==> config.mk <==
export PLATFORM = sky130hd
export DESIGN_NAME = mip_chain_offset_calc_unit
export DESIGN_NICKNAME = d
export VERILOG_FILES = /design/src/sv/mcoc_pkg.sv /design/src/sv/mcoc_table.sv /design/src/sv/mip_chain_offset_calc_unit.sv
export SDC_FILE = /design/constraint.sdc
export NUM_CORES = 2
export LEC_CHECK = 0
export BUFFER_PORTS_ARGS = -buffer_cell sky130_fd_sc_hd__buf_2
export CAP_MARGIN = 0
export CORE_ASPECT_RATIO = 0.8
export CORE_MARGIN = 1
export CORE_UTILIZATION = 30
export CTS_CLUSTER_DIAMETER = 30
export DETAILED_ROUTE_END_ITERATION = 10
export HOLD_SLACK_MARGIN = 0.15
export SETUP_SLACK_MARGIN = 0.3
export SYNTH_ARGS = -nofsm -noshare
export SYNTH_HDL_FRONTEND = slang
export SYNTH_SLANG_ARGS = --single-unit
==> constraint.sdc <==
create_clock -name clk -period 5.9 [get_ports clk]
set_input_delay 0.295 -clock clk [delete_from_list [all_inputs] [get_ports clk]]
set_output_delay 0.295 -clock clk [all_outputs]
set_load 0.005 [all_outputs]
==> src/sv/mcoc_pkg.sv <==
// ----------------------------------------------------------------------------
// mcoc_pkg
// Shared constants and codes of the mip chain offset calculator.
// ----------------------------------------------------------------------------
package mcoc_pkg;

	localparam int LEVEL_BITS   = 5;
	localparam int LEVELS       = 32;
	localparam int LENGTH_BITS  = 35;
	localparam int REG_IDX_BITS = 3;

	typedef enum logic [1:0] {
		FMT_BC1   = 2'd0,
		FMT_BC2   = 2'd1,
		FMT_BC3   = 2'd2,
		FMT_BGRA8 = 2'd3
	} fmt_t;

	typedef enum logic [REG_IDX_BITS-1:0] {
		REG_BASE_WIDTH    = 3'd0,
		REG_BASE_HEIGHT   = 3'd1,
		REG_PIXEL_FORMAT  = 3'd2,
		REG_LEVEL_COUNT   = 3'd3,
		REG_PAYLOAD_BYTES = 3'd4
	} reg_idx_t;

endpackage

==> src/sv/mcoc_table.sv <==
// ----------------------------------------------------------------------------
// mcoc_table
// Level table: sweeps all mip levels after reset or a restart, storing each level's
// byte length and running offset; one registered read port for lookups.
// ----------------------------------------------------------------------------
module mcoc_table #(
	parameter int DIM_BITS = 16
) (
	input  logic                                    clk,
	input  logic                                    arst_n,
	input  logic                                    restart,
	input  logic [DIM_BITS-1:0]                     base_width,
	input  logic [DIM_BITS-1:0]                     base_height,
	input  mcoc_pkg::fmt_t                          pixel_format,
	output logic                                    busy,
	input  logic                                    rd_en,
	input  logic [mcoc_pkg::LEVEL_BITS-1:0]         rd_addr,
	output logic [2*DIM_BITS+2+mcoc_pkg::LEVEL_BITS-1:0] rd_offset,
	output logic [2*DIM_BITS+2-1:0]                 rd_length
);

	localparam int LEN_W  = 2*DIM_BITS + 2;
	localparam int ACC_W  = LEN_W + mcoc_pkg::LEVEL_BITS;
	localparam int PROD_W = 2*DIM_BITS;
	localparam logic [mcoc_pkg::LEVEL_BITS-1:0] LAST =
		mcoc_pkg::LEVEL_BITS'(mcoc_pkg::LEVELS - 1);

	typedef enum logic {ST_IDLE, ST_RUN} state_t;

	state_t                          state_q;
	logic [mcoc_pkg::LEVEL_BITS-1:0] cnt_q;
	logic                            issue_q;
	logic                            a_vld_q;
	logic [mcoc_pkg::LEVEL_BITS-1:0] a_idx_q;
	logic [DIM_BITS-1:0]             a_bw_q;
	logic [DIM_BITS-1:0]             a_bh_q;
	logic                            b_vld_q;
	logic [mcoc_pkg::LEVEL_BITS-1:0] b_idx_q;
	logic [PROD_W-1:0]               b_prod_q;
	logic [ACC_W-1:0]                acc_q;
	logic [ACC_W+LEN_W-1:0]          mem [mcoc_pkg::LEVELS];
	logic [ACC_W+LEN_W-1:0]          rd_q;

	logic [DIM_BITS-1:0] bw_c;
	logic [DIM_BITS-1:0] bh_c;
	logic [LEN_W-1:0]    prod_ext;
	logic [LEN_W-1:0]    len_c;
	logic                issuing;

	function automatic logic [DIM_BITS-1:0] blocks(
		input logic [DIM_BITS-1:0] dim,
		input logic [mcoc_pkg::LEVEL_BITS-1:0] lvl,
		input mcoc_pkg::fmt_t fmt
	);
		logic [DIM_BITS-1:0] d;
		logic [DIM_BITS:0]   r;
		d = dim >> lvl;
		if (d == '0) begin
			d = DIM_BITS'(1);
		end
		r = {1'b0, d} + (DIM_BITS+1)'(3);
		if (fmt == mcoc_pkg::FMT_BGRA8) begin
			blocks = d;
		end else begin
			blocks = DIM_BITS'(r[DIM_BITS:2]);
		end
	endfunction

	assign issuing  = (state_q == ST_RUN) && issue_q;
	assign bw_c     = blocks(base_width, cnt_q, pixel_format);
	assign bh_c     = blocks(base_height, cnt_q, pixel_format);
	assign prod_ext = LEN_W'(b_prod_q);

	always_comb begin
		unique case (pixel_format)
			mcoc_pkg::FMT_BC1:   len_c = prod_ext << 3;
			mcoc_pkg::FMT_BC2:   len_c = prod_ext << 4;
			mcoc_pkg::FMT_BC3:   len_c = prod_ext << 4;
			mcoc_pkg::FMT_BGRA8: len_c = prod_ext << 2;
			default:             len_c = prod_ext << 4;
		endcase
	end

	always_ff @(posedge clk or negedge arst_n) begin
		if (!arst_n) begin
			state_q <= ST_RUN;
			cnt_q   <= '0;
			issue_q <= 1'b1;
			a_vld_q <= 1'b0;
			b_vld_q <= 1'b0;
			acc_q   <= '0;
		end else if (restart) begin
			state_q <= ST_RUN;
			cnt_q   <= '0;
			issue_q <= 1'b1;
			a_vld_q <= 1'b0;
			b_vld_q <= 1'b0;
			acc_q   <= '0;
		end else begin
			a_vld_q <= issuing;
			b_vld_q <= a_vld_q;
			if (issuing) begin
				cnt_q <= cnt_q + mcoc_pkg::LEVEL_BITS'(1);
				if (cnt_q == LAST) begin
					issue_q <= 1'b0;
				end
			end
			if (b_vld_q) begin
				acc_q <= acc_q + ACC_W'(len_c);
				if (b_idx_q == LAST) begin
					state_q <= ST_IDLE;
				end
			end
		end
	end

	always_ff @(posedge clk) begin
		a_idx_q  <= cnt_q;
		a_bw_q   <= bw_c;
		a_bh_q   <= bh_c;
		b_idx_q  <= a_idx_q;
		b_prod_q <= a_bw_q * a_bh_q;
	end

	always_ff @(posedge clk) begin
		if (b_vld_q) begin
			mem[b_idx_q] <= {acc_q, len_c};
		end
		if (rd_en) begin
			rd_q <= mem[rd_addr];
		end
	end

	assign busy      = (state_q == ST_RUN);
	assign rd_offset = rd_q[ACC_W+LEN_W-1:LEN_W];
	assign rd_length = rd_q[LEN_W-1:0];

endmodule

==> src/sv/mip_chain_offset_calc_unit.sv <==
// ----------------------------------------------------------------------------
// mip_chain_offset_calc_unit
// Byte offset, length and validity of one mip level inside a texture payload.
// ----------------------------------------------------------------------------
//  channel  | direction | handshake            | payload
//  ---------+-----------+----------------------+--------------------------------
//  query    | in        | in_valid / in_ready  | level
//  result   | out       | out_valid / out_ready| level_offset, level_length,
//           |           |                      | level_valid
//  config   | in        | cfg_we (no wait)     | cfg_index, cfg_wdata
//
//  Three-stage pipeline: level capture, table read, end check. One query per
//  cycle is sustained while the table is idle and out_ready is high.
//  After reset and after every config write the level table is rebuilt by a
//  32-level sweep; in_ready stays low while it runs.
//  A stalled output holds the pipeline back stage by stage; nothing is lost.
// ----------------------------------------------------------------------------
module mip_chain_offset_calc_unit #(
	parameter int DIM_BITS    = 16,
	parameter int OFFSET_BITS = 36
) (
	input  logic                                clk,
	input  logic                                arst_n,
	input  logic                                cfg_we,
	input  logic [mcoc_pkg::REG_IDX_BITS-1:0]   cfg_index,
	input  logic [OFFSET_BITS-1:0]              cfg_wdata,
	input  logic                                in_valid,
	output logic                                in_ready,
	input  logic [mcoc_pkg::LEVEL_BITS-1:0]     level,
	output logic                                out_valid,
	input  logic                                out_ready,
	output logic [OFFSET_BITS-1:0]              level_offset,
	output logic [mcoc_pkg::LENGTH_BITS-1:0]    level_length,
	output logic                                level_valid
);

	localparam int LEN_W = 2*DIM_BITS + 2;
	localparam int ACC_W = LEN_W + mcoc_pkg::LEVEL_BITS;
	localparam int CMP_W = ((ACC_W > OFFSET_BITS) ? ACC_W : OFFSET_BITS) + 1;

	logic [DIM_BITS-1:0]             base_width_q;
	logic [DIM_BITS-1:0]             base_height_q;
	mcoc_pkg::fmt_t                  pixel_format_q;
	logic [mcoc_pkg::LEVEL_BITS-1:0] level_count_q;
	logic [OFFSET_BITS-1:0]          payload_bytes_q;

	logic                            busy;
	logic [ACC_W-1:0]                rd_offset;
	logic [LEN_W-1:0]                rd_length;

	logic                            vld_s1, vld_s2, vld_s3;
	logic                            en_s1, en_s2, en_s3;
	logic [mcoc_pkg::LEVEL_BITS-1:0] lvl_s1;
	logic                            exists_s1, exists_s2;
	logic [OFFSET_BITS-1:0]          offset_s3;
	logic [mcoc_pkg::LENGTH_BITS-1:0] length_s3;
	logic                            ok_s3;

	logic [CMP_W-1:0]                end_c;
	logic                            ok_c;

	always_ff @(posedge clk or negedge arst_n) begin
		if (!arst_n) begin
			base_width_q    <= DIM_BITS'(1);
			base_height_q   <= DIM_BITS'(1);
			pixel_format_q  <= mcoc_pkg::FMT_BC1;
			level_count_q   <= mcoc_pkg::LEVEL_BITS'(1);
			payload_bytes_q <= '0;
		end else if (cfg_we) begin
			unique case (cfg_index)
				mcoc_pkg::REG_BASE_WIDTH:    base_width_q <= cfg_wdata[DIM_BITS-1:0];
				mcoc_pkg::REG_BASE_HEIGHT:   base_height_q <= cfg_wdata[DIM_BITS-1:0];
				mcoc_pkg::REG_PIXEL_FORMAT:  pixel_format_q <= mcoc_pkg::fmt_t'(cfg_wdata[1:0]);
				mcoc_pkg::REG_LEVEL_COUNT:
					level_count_q <= cfg_wdata[mcoc_pkg::LEVEL_BITS-1:0];
				mcoc_pkg::REG_PAYLOAD_BYTES: payload_bytes_q <= cfg_wdata;
				default: ;
			endcase
		end
	end

	mcoc_table #(
		.DIM_BITS(DIM_BITS)
	) u_table (
		.clk          (clk),
		.arst_n       (arst_n),
		.restart      (cfg_we),
		.base_width   (base_width_q),
		.base_height  (base_height_q),
		.pixel_format (pixel_format_q),
		.busy         (busy),
		.rd_en        (en_s2),
		.rd_addr      (lvl_s1),
		.rd_offset    (rd_offset),
		.rd_length    (rd_length)
	);

	assign en_s3    = !vld_s3 || out_ready;
	assign en_s2    = !vld_s2 || en_s3;
	assign en_s1    = !vld_s1 || en_s2;
	assign in_ready = en_s1 && !busy;

	assign end_c = CMP_W'(rd_offset) + CMP_W'(rd_length);
	assign ok_c  = exists_s2 && (end_c <= CMP_W'(payload_bytes_q));

	always_ff @(posedge clk or negedge arst_n) begin
		if (!arst_n) begin
			vld_s1 <= 1'b0;
			vld_s2 <= 1'b0;
			vld_s3 <= 1'b0;
		end else begin
			if (en_s1) begin
				vld_s1 <= in_valid && !busy;
			end
			if (en_s2) begin
				vld_s2 <= vld_s1;
			end
			if (en_s3) begin
				vld_s3 <= vld_s2;
			end
		end
	end

	always_ff @(posedge clk) begin
		if (en_s1) begin
			lvl_s1    <= level;
			exists_s1 <= level < level_count_q;
		end
		if (en_s2) begin
			exists_s2 <= exists_s1;
		end
		if (en_s3) begin
			ok_s3     <= ok_c;
			offset_s3 <= ok_c ? OFFSET_BITS'(rd_offset) : '0;
			length_s3 <= ok_c ? mcoc_pkg::LENGTH_BITS'(rd_length) : '0;
		end
	end

	assign out_valid    = vld_s3;
	assign level_offset = offset_s3;
	assign level_length = length_s3;
	assign level_valid  = ok_s3;

	// table rebuild must block queries right after a config write
	a_cfg_blocks_input: assert property (@(posedge clk) disable iff (!arst_n)
		cfg_we |=> !in_ready)
		else $error("query accepted during table rebuild");

	a_invalid_zero: assert property (@(posedge clk) disable iff (!arst_n)
		out_valid && !level_valid |-> level_offset == '0 && level_length == '0)
		else $error("invalid result carries nonzero fields");

	a_fits_payload: assert property (@(posedge clk) disable iff (!arst_n)
		out_valid && level_valid |->
			(CMP_W'(level_offset) + CMP_W'(level_length)) <= CMP_W'(payload_bytes_q))
		else $error("valid level exceeds payload");

	a_busy_empty_out: assert property (@(posedge clk) disable iff (!arst_n)
		busy && !$past(busy) && $past(arst_n) |-> $past(cfg_we))
		else $error("table rebuild started without config write");

endmodule

==> flow_metrics.py <==
metrics = {
    "global_route": {
        "grt_pass1_vias": 62700,
        "antenna_found_initial": 16,
        "grt_pass1_wl_mm": 461,
        "grt_usage_pct": 17.2,
        "overflow": 0,
        "grt_max_degree": 130,
    },
    "clocking": {
        "cts_root_buffer": "clkbuf_16",
        "cts_tree": "done",
        "htreeDepth": 5,
        "clock_path_buffers": 4,
        "cts.sinks": 2549,
        "clock_latency_ns": 0.92,
        "cts.clk_slew.worst_paths_ns": 0.05,
        "cts_buffers": 437,
    },
    "sta": {
        "tightestPinTransition_ns": 1.36,
        "fin_crit_ns": 6.00,
        "fin_ws_ns": -0.101,
        "setup_viol": 5,
        "slew_violations": 0,
        "max_slew_margin_pct": 9.12,
        "fin_skew_ns": 0.0602,
        "timing.final.crit_share_pct": 102,
        "fmax_mhz": 167,
        "rsz0062_at_grt": "yes",
        "finalHoldViolCount": 0,
    },
    "synthesis": {
        "synth-async-reset-ratio_pct": 4.86,
        "synth_warnings": 0,
        "synth_edf_count": 2351,
        "yosysMostFrequentCell": "edfxtp_1",
        "synth.avg_cell_area_um2": 18.7,
        "ys_types": 94,
        "ys_seq_elements": 2549,
        "synth_top_cells_by_count": "2351 x edfxtp_1, 706 x mux4_2, 316 x nand2_1",
        "synth-seq-area-share_pct": 68.1,
        "synth_cells": 5890,
        "synth_top_area_cell": "edfxtp_1",
        "yosys-top-cells-area": "edfxtp_1 64%, mux4_2 14%, fa_1 3.6%",
        "netlist.area_leader.share_pct": 64.0,
        "syn_area_mm2": 0.110,
        "ys.flop_type": "edfxtp_1",
    },
    "detailed_routing": {
        "num_vias": 61700,
        "drt_pre_antenna_iters": 7,
        "via_per_inst": 5.17,
        "wl_per_cell_um": 27.2,
        "drc_errors": 0,
        "totalWireLength_mm": 324,
        "drtAntennaViolNets": 0,
        "drt_iter0_markers": 7357,
    },
    "power": {
        "p_int_mw": 51.5,
        "p_leak_nw": 47.7,
        "clkPwrFrac_pct": 32.6,
        "power_mw": 77.6,
        "ir_worst_vdd_mv": 1.76,
        "p_comb_share_pct": 38.0,
        "switching_share_pct": 33.6,
        "switchingPower_mw": 26.0,
        "p_seq_share_pct": 29.4,
        "p_per_area_mw_per_mm2": 568,
    },
    "worst_setup_path": {
        "critical_path_class": "flop to flop",
        "path_max_fanout": 3,
        "end_kind": "flop",
        "worst_ep_arrival_time_ns": 6.79,
        "cp.required_ns": 6.69,
        "worstSetupStartpointType": "flop",
    },
    "status": {
        "status": "finished with violations",
        "failed_checks": "setup timing",
    },
    "placed_design": {
        "place_congestion": 0.859,
        "portBuffers": 117,
        "place_hpwl_mm": 184,
        "detailedPlace.worstSlack_ns": -0.281,
    },
    "job": {
        "maxCapViolCount": 0,
    },
    "floorplanning": {
        "chipHeight_um": 545,
        "core_mm2": 0.365,
        "die_area_mm2": 0.370,
        "die_x_um": 680,
        "std_cell_rows": 198,
        "pin_count": 123,
        "start_util_pct": 30.2,
    },
    "min_path": {
        "hold_class": "input pin to flop",
    },
    "layout": {
        "drive_above_1_share_pct": 31.9,
        "fillCellCount": 33000,
        "fin_nets": 7108,
        "area_delta_synth_final_pct": 23.7,
    },
}
[layer usage]
layer	vias up	share of wire (%)	track usage [%]
met5	-	0.023	0
met4	10	3.1	5.73
met3	529	10	4.23
met2	3151	44	25.6
met1	32900	43	24.6
li1	25100	-	-
[state kept, by name, summed over array words and instances, names as in the netlist, 16 cells and up]
register and cells:
level_offset 34, u_table.a_bw_q 16, u_table.mem 2208, u_table.rd_q 69, base_height_q 16, level_length 32
u_table.a_bh_q 16, u_table.acc_q 37, u_table.b_prod_q 32, payload_bytes_q 36, base_width_q 16
[final timing paths]
| check | startpoint | end | slack (ns) | cells after the start |
|---|---|---|---|---|
| worst max-delay path | u_table.a_bh_q[6] | u_table.b_prod_q[30] | -0.10 | 23 |
| worst min-delay path | cfg_wdata[15] | base_width_q[15] | 0.25 | 3 |
| worst max register to register | u_table.a_bh_q[6] | u_table.b_prod_q[30] | -0.10 | 23 |
| worst min register to register | u_table.a_idx_q[1] | u_table.b_idx_q[1] | 0.30 | 0 |
| max in group asynchronous | arst_n | u_table.acc_q[14] | 4.45 | 4 |
| min in group asynchronous | arst_n | base_height_q[0] | 0.54 | 3 |
[logic make-up after synthesis]
kind of cell               synth area share, %
DFF                                       68.1
and+or+nand+nor                           4.04
muxes                                     16.1
buffers and inverters                     2.13
AOI/OAI and AO/OA                         2.98
adders and majority gates                 5.94
xor gates and xnor gates                 0.659
other                                  0.00340
[what timing repair did]
| action | CTS | global route |
|---|---|---|
| cloned | 1 | 0 |
| endpoints found under the setup margin | 81 | 83 |
| gates resized for setup | 56 | 62 |
| hold endpoints to repair | 185 | 0 |
| setup buffers | 31 | 10 |
| hold buffers | 121 | 0 |
| pin swaps | 40 | 41 |
[cells in the final DEF, fill, tap and decap left out, drive strengths merged, types with 21 or more instances in the layout]
cell type	count
edfxtp	2351
mux4	714
clkbuf	507
buf	483
inv	356
nand2	317
ha	210
fa	196
clkinv	165
nor2	160
o21ai	131
and2	123
dlygate4sd3	120
dfrtp	119
a21oi	117
mux2	113
nor3b	74
dfxtp	74
xnor2	63
bufinv	52
nand3	49
mux2i	43
a21o	42
clkinvlp	40
nor3	35
a22oi	33
a211oi	24
o21bai	21
a31oi	21
[per-stage QoR]
stage	hold slack, ns	instances	area, um2	util (%)	TNS, ns
after CTS	0.180	11900	136000	37.3	-0.440
after global placement	0.317	11000	120000	32.8	-0.352
after floorplan	-0.000591	5894	111000	-	0
after global routing	0.228	11900	137000	37.4	-1.97
after detailed placement	0.318	11000	120000	32.8	-0.592
final	0.250	11900	137000	37.4	-0.427
[worst max-delay path: stages, from the launching register on]
cell      delay (ns)
dfxtp_2         0.31
and2_4          0.15
fa_1            0.55
inv_2           0.05
fa_1            0.56
inv_2           0.05
fa_1            0.50
inv_1           0.06
fa_1            0.48
inv_1           0.05
fa_1            0.48
inv_1           0.05
fa_1            0.51
inv_2           0.05
ha_4            0.24
and4_4          0.17
a21o_1          0.16
nor2_1          0.11
o21ai_2         0.11
a211oi_4        0.26
nor2_2          0.08
a2111o_1        0.43
nand4_1         0.09
or3b_4          0.36
[cell type report]
type	instances	area [um2]	area share [%]
clock inverters	305	3380	2.48
multi-input cells	2754	33800	24.8
diodes	2	5.00	0.00367
inverters	308	1160	0.849
repair buffers	603	5310	3.89
well taps	4900	6130	4.49
clock buffers	507	11500	8.41
flip-flops and latches	2549	75200	55.1
[power groups by stage]
| stage | registers (mW) | clock network (mW) | logic (mW) |
|---|---|---|---|
| 2_1_floorplan | 22.8 | 0 | 16.0 |
| 3_3_place_gp | 23.1 | 0 | 25.0 |
| 3_5_place_dp | 23.2 | 0 | 25.0 |
| 4_1_cts | 22.8 | 25.5 | 26.9 |
| 5_1_grt | 22.9 | 26.4 | 32.4 |
| 6_report | 22.8 | 25.3 | 29.5 |
(Power assumes the default switching activity.)
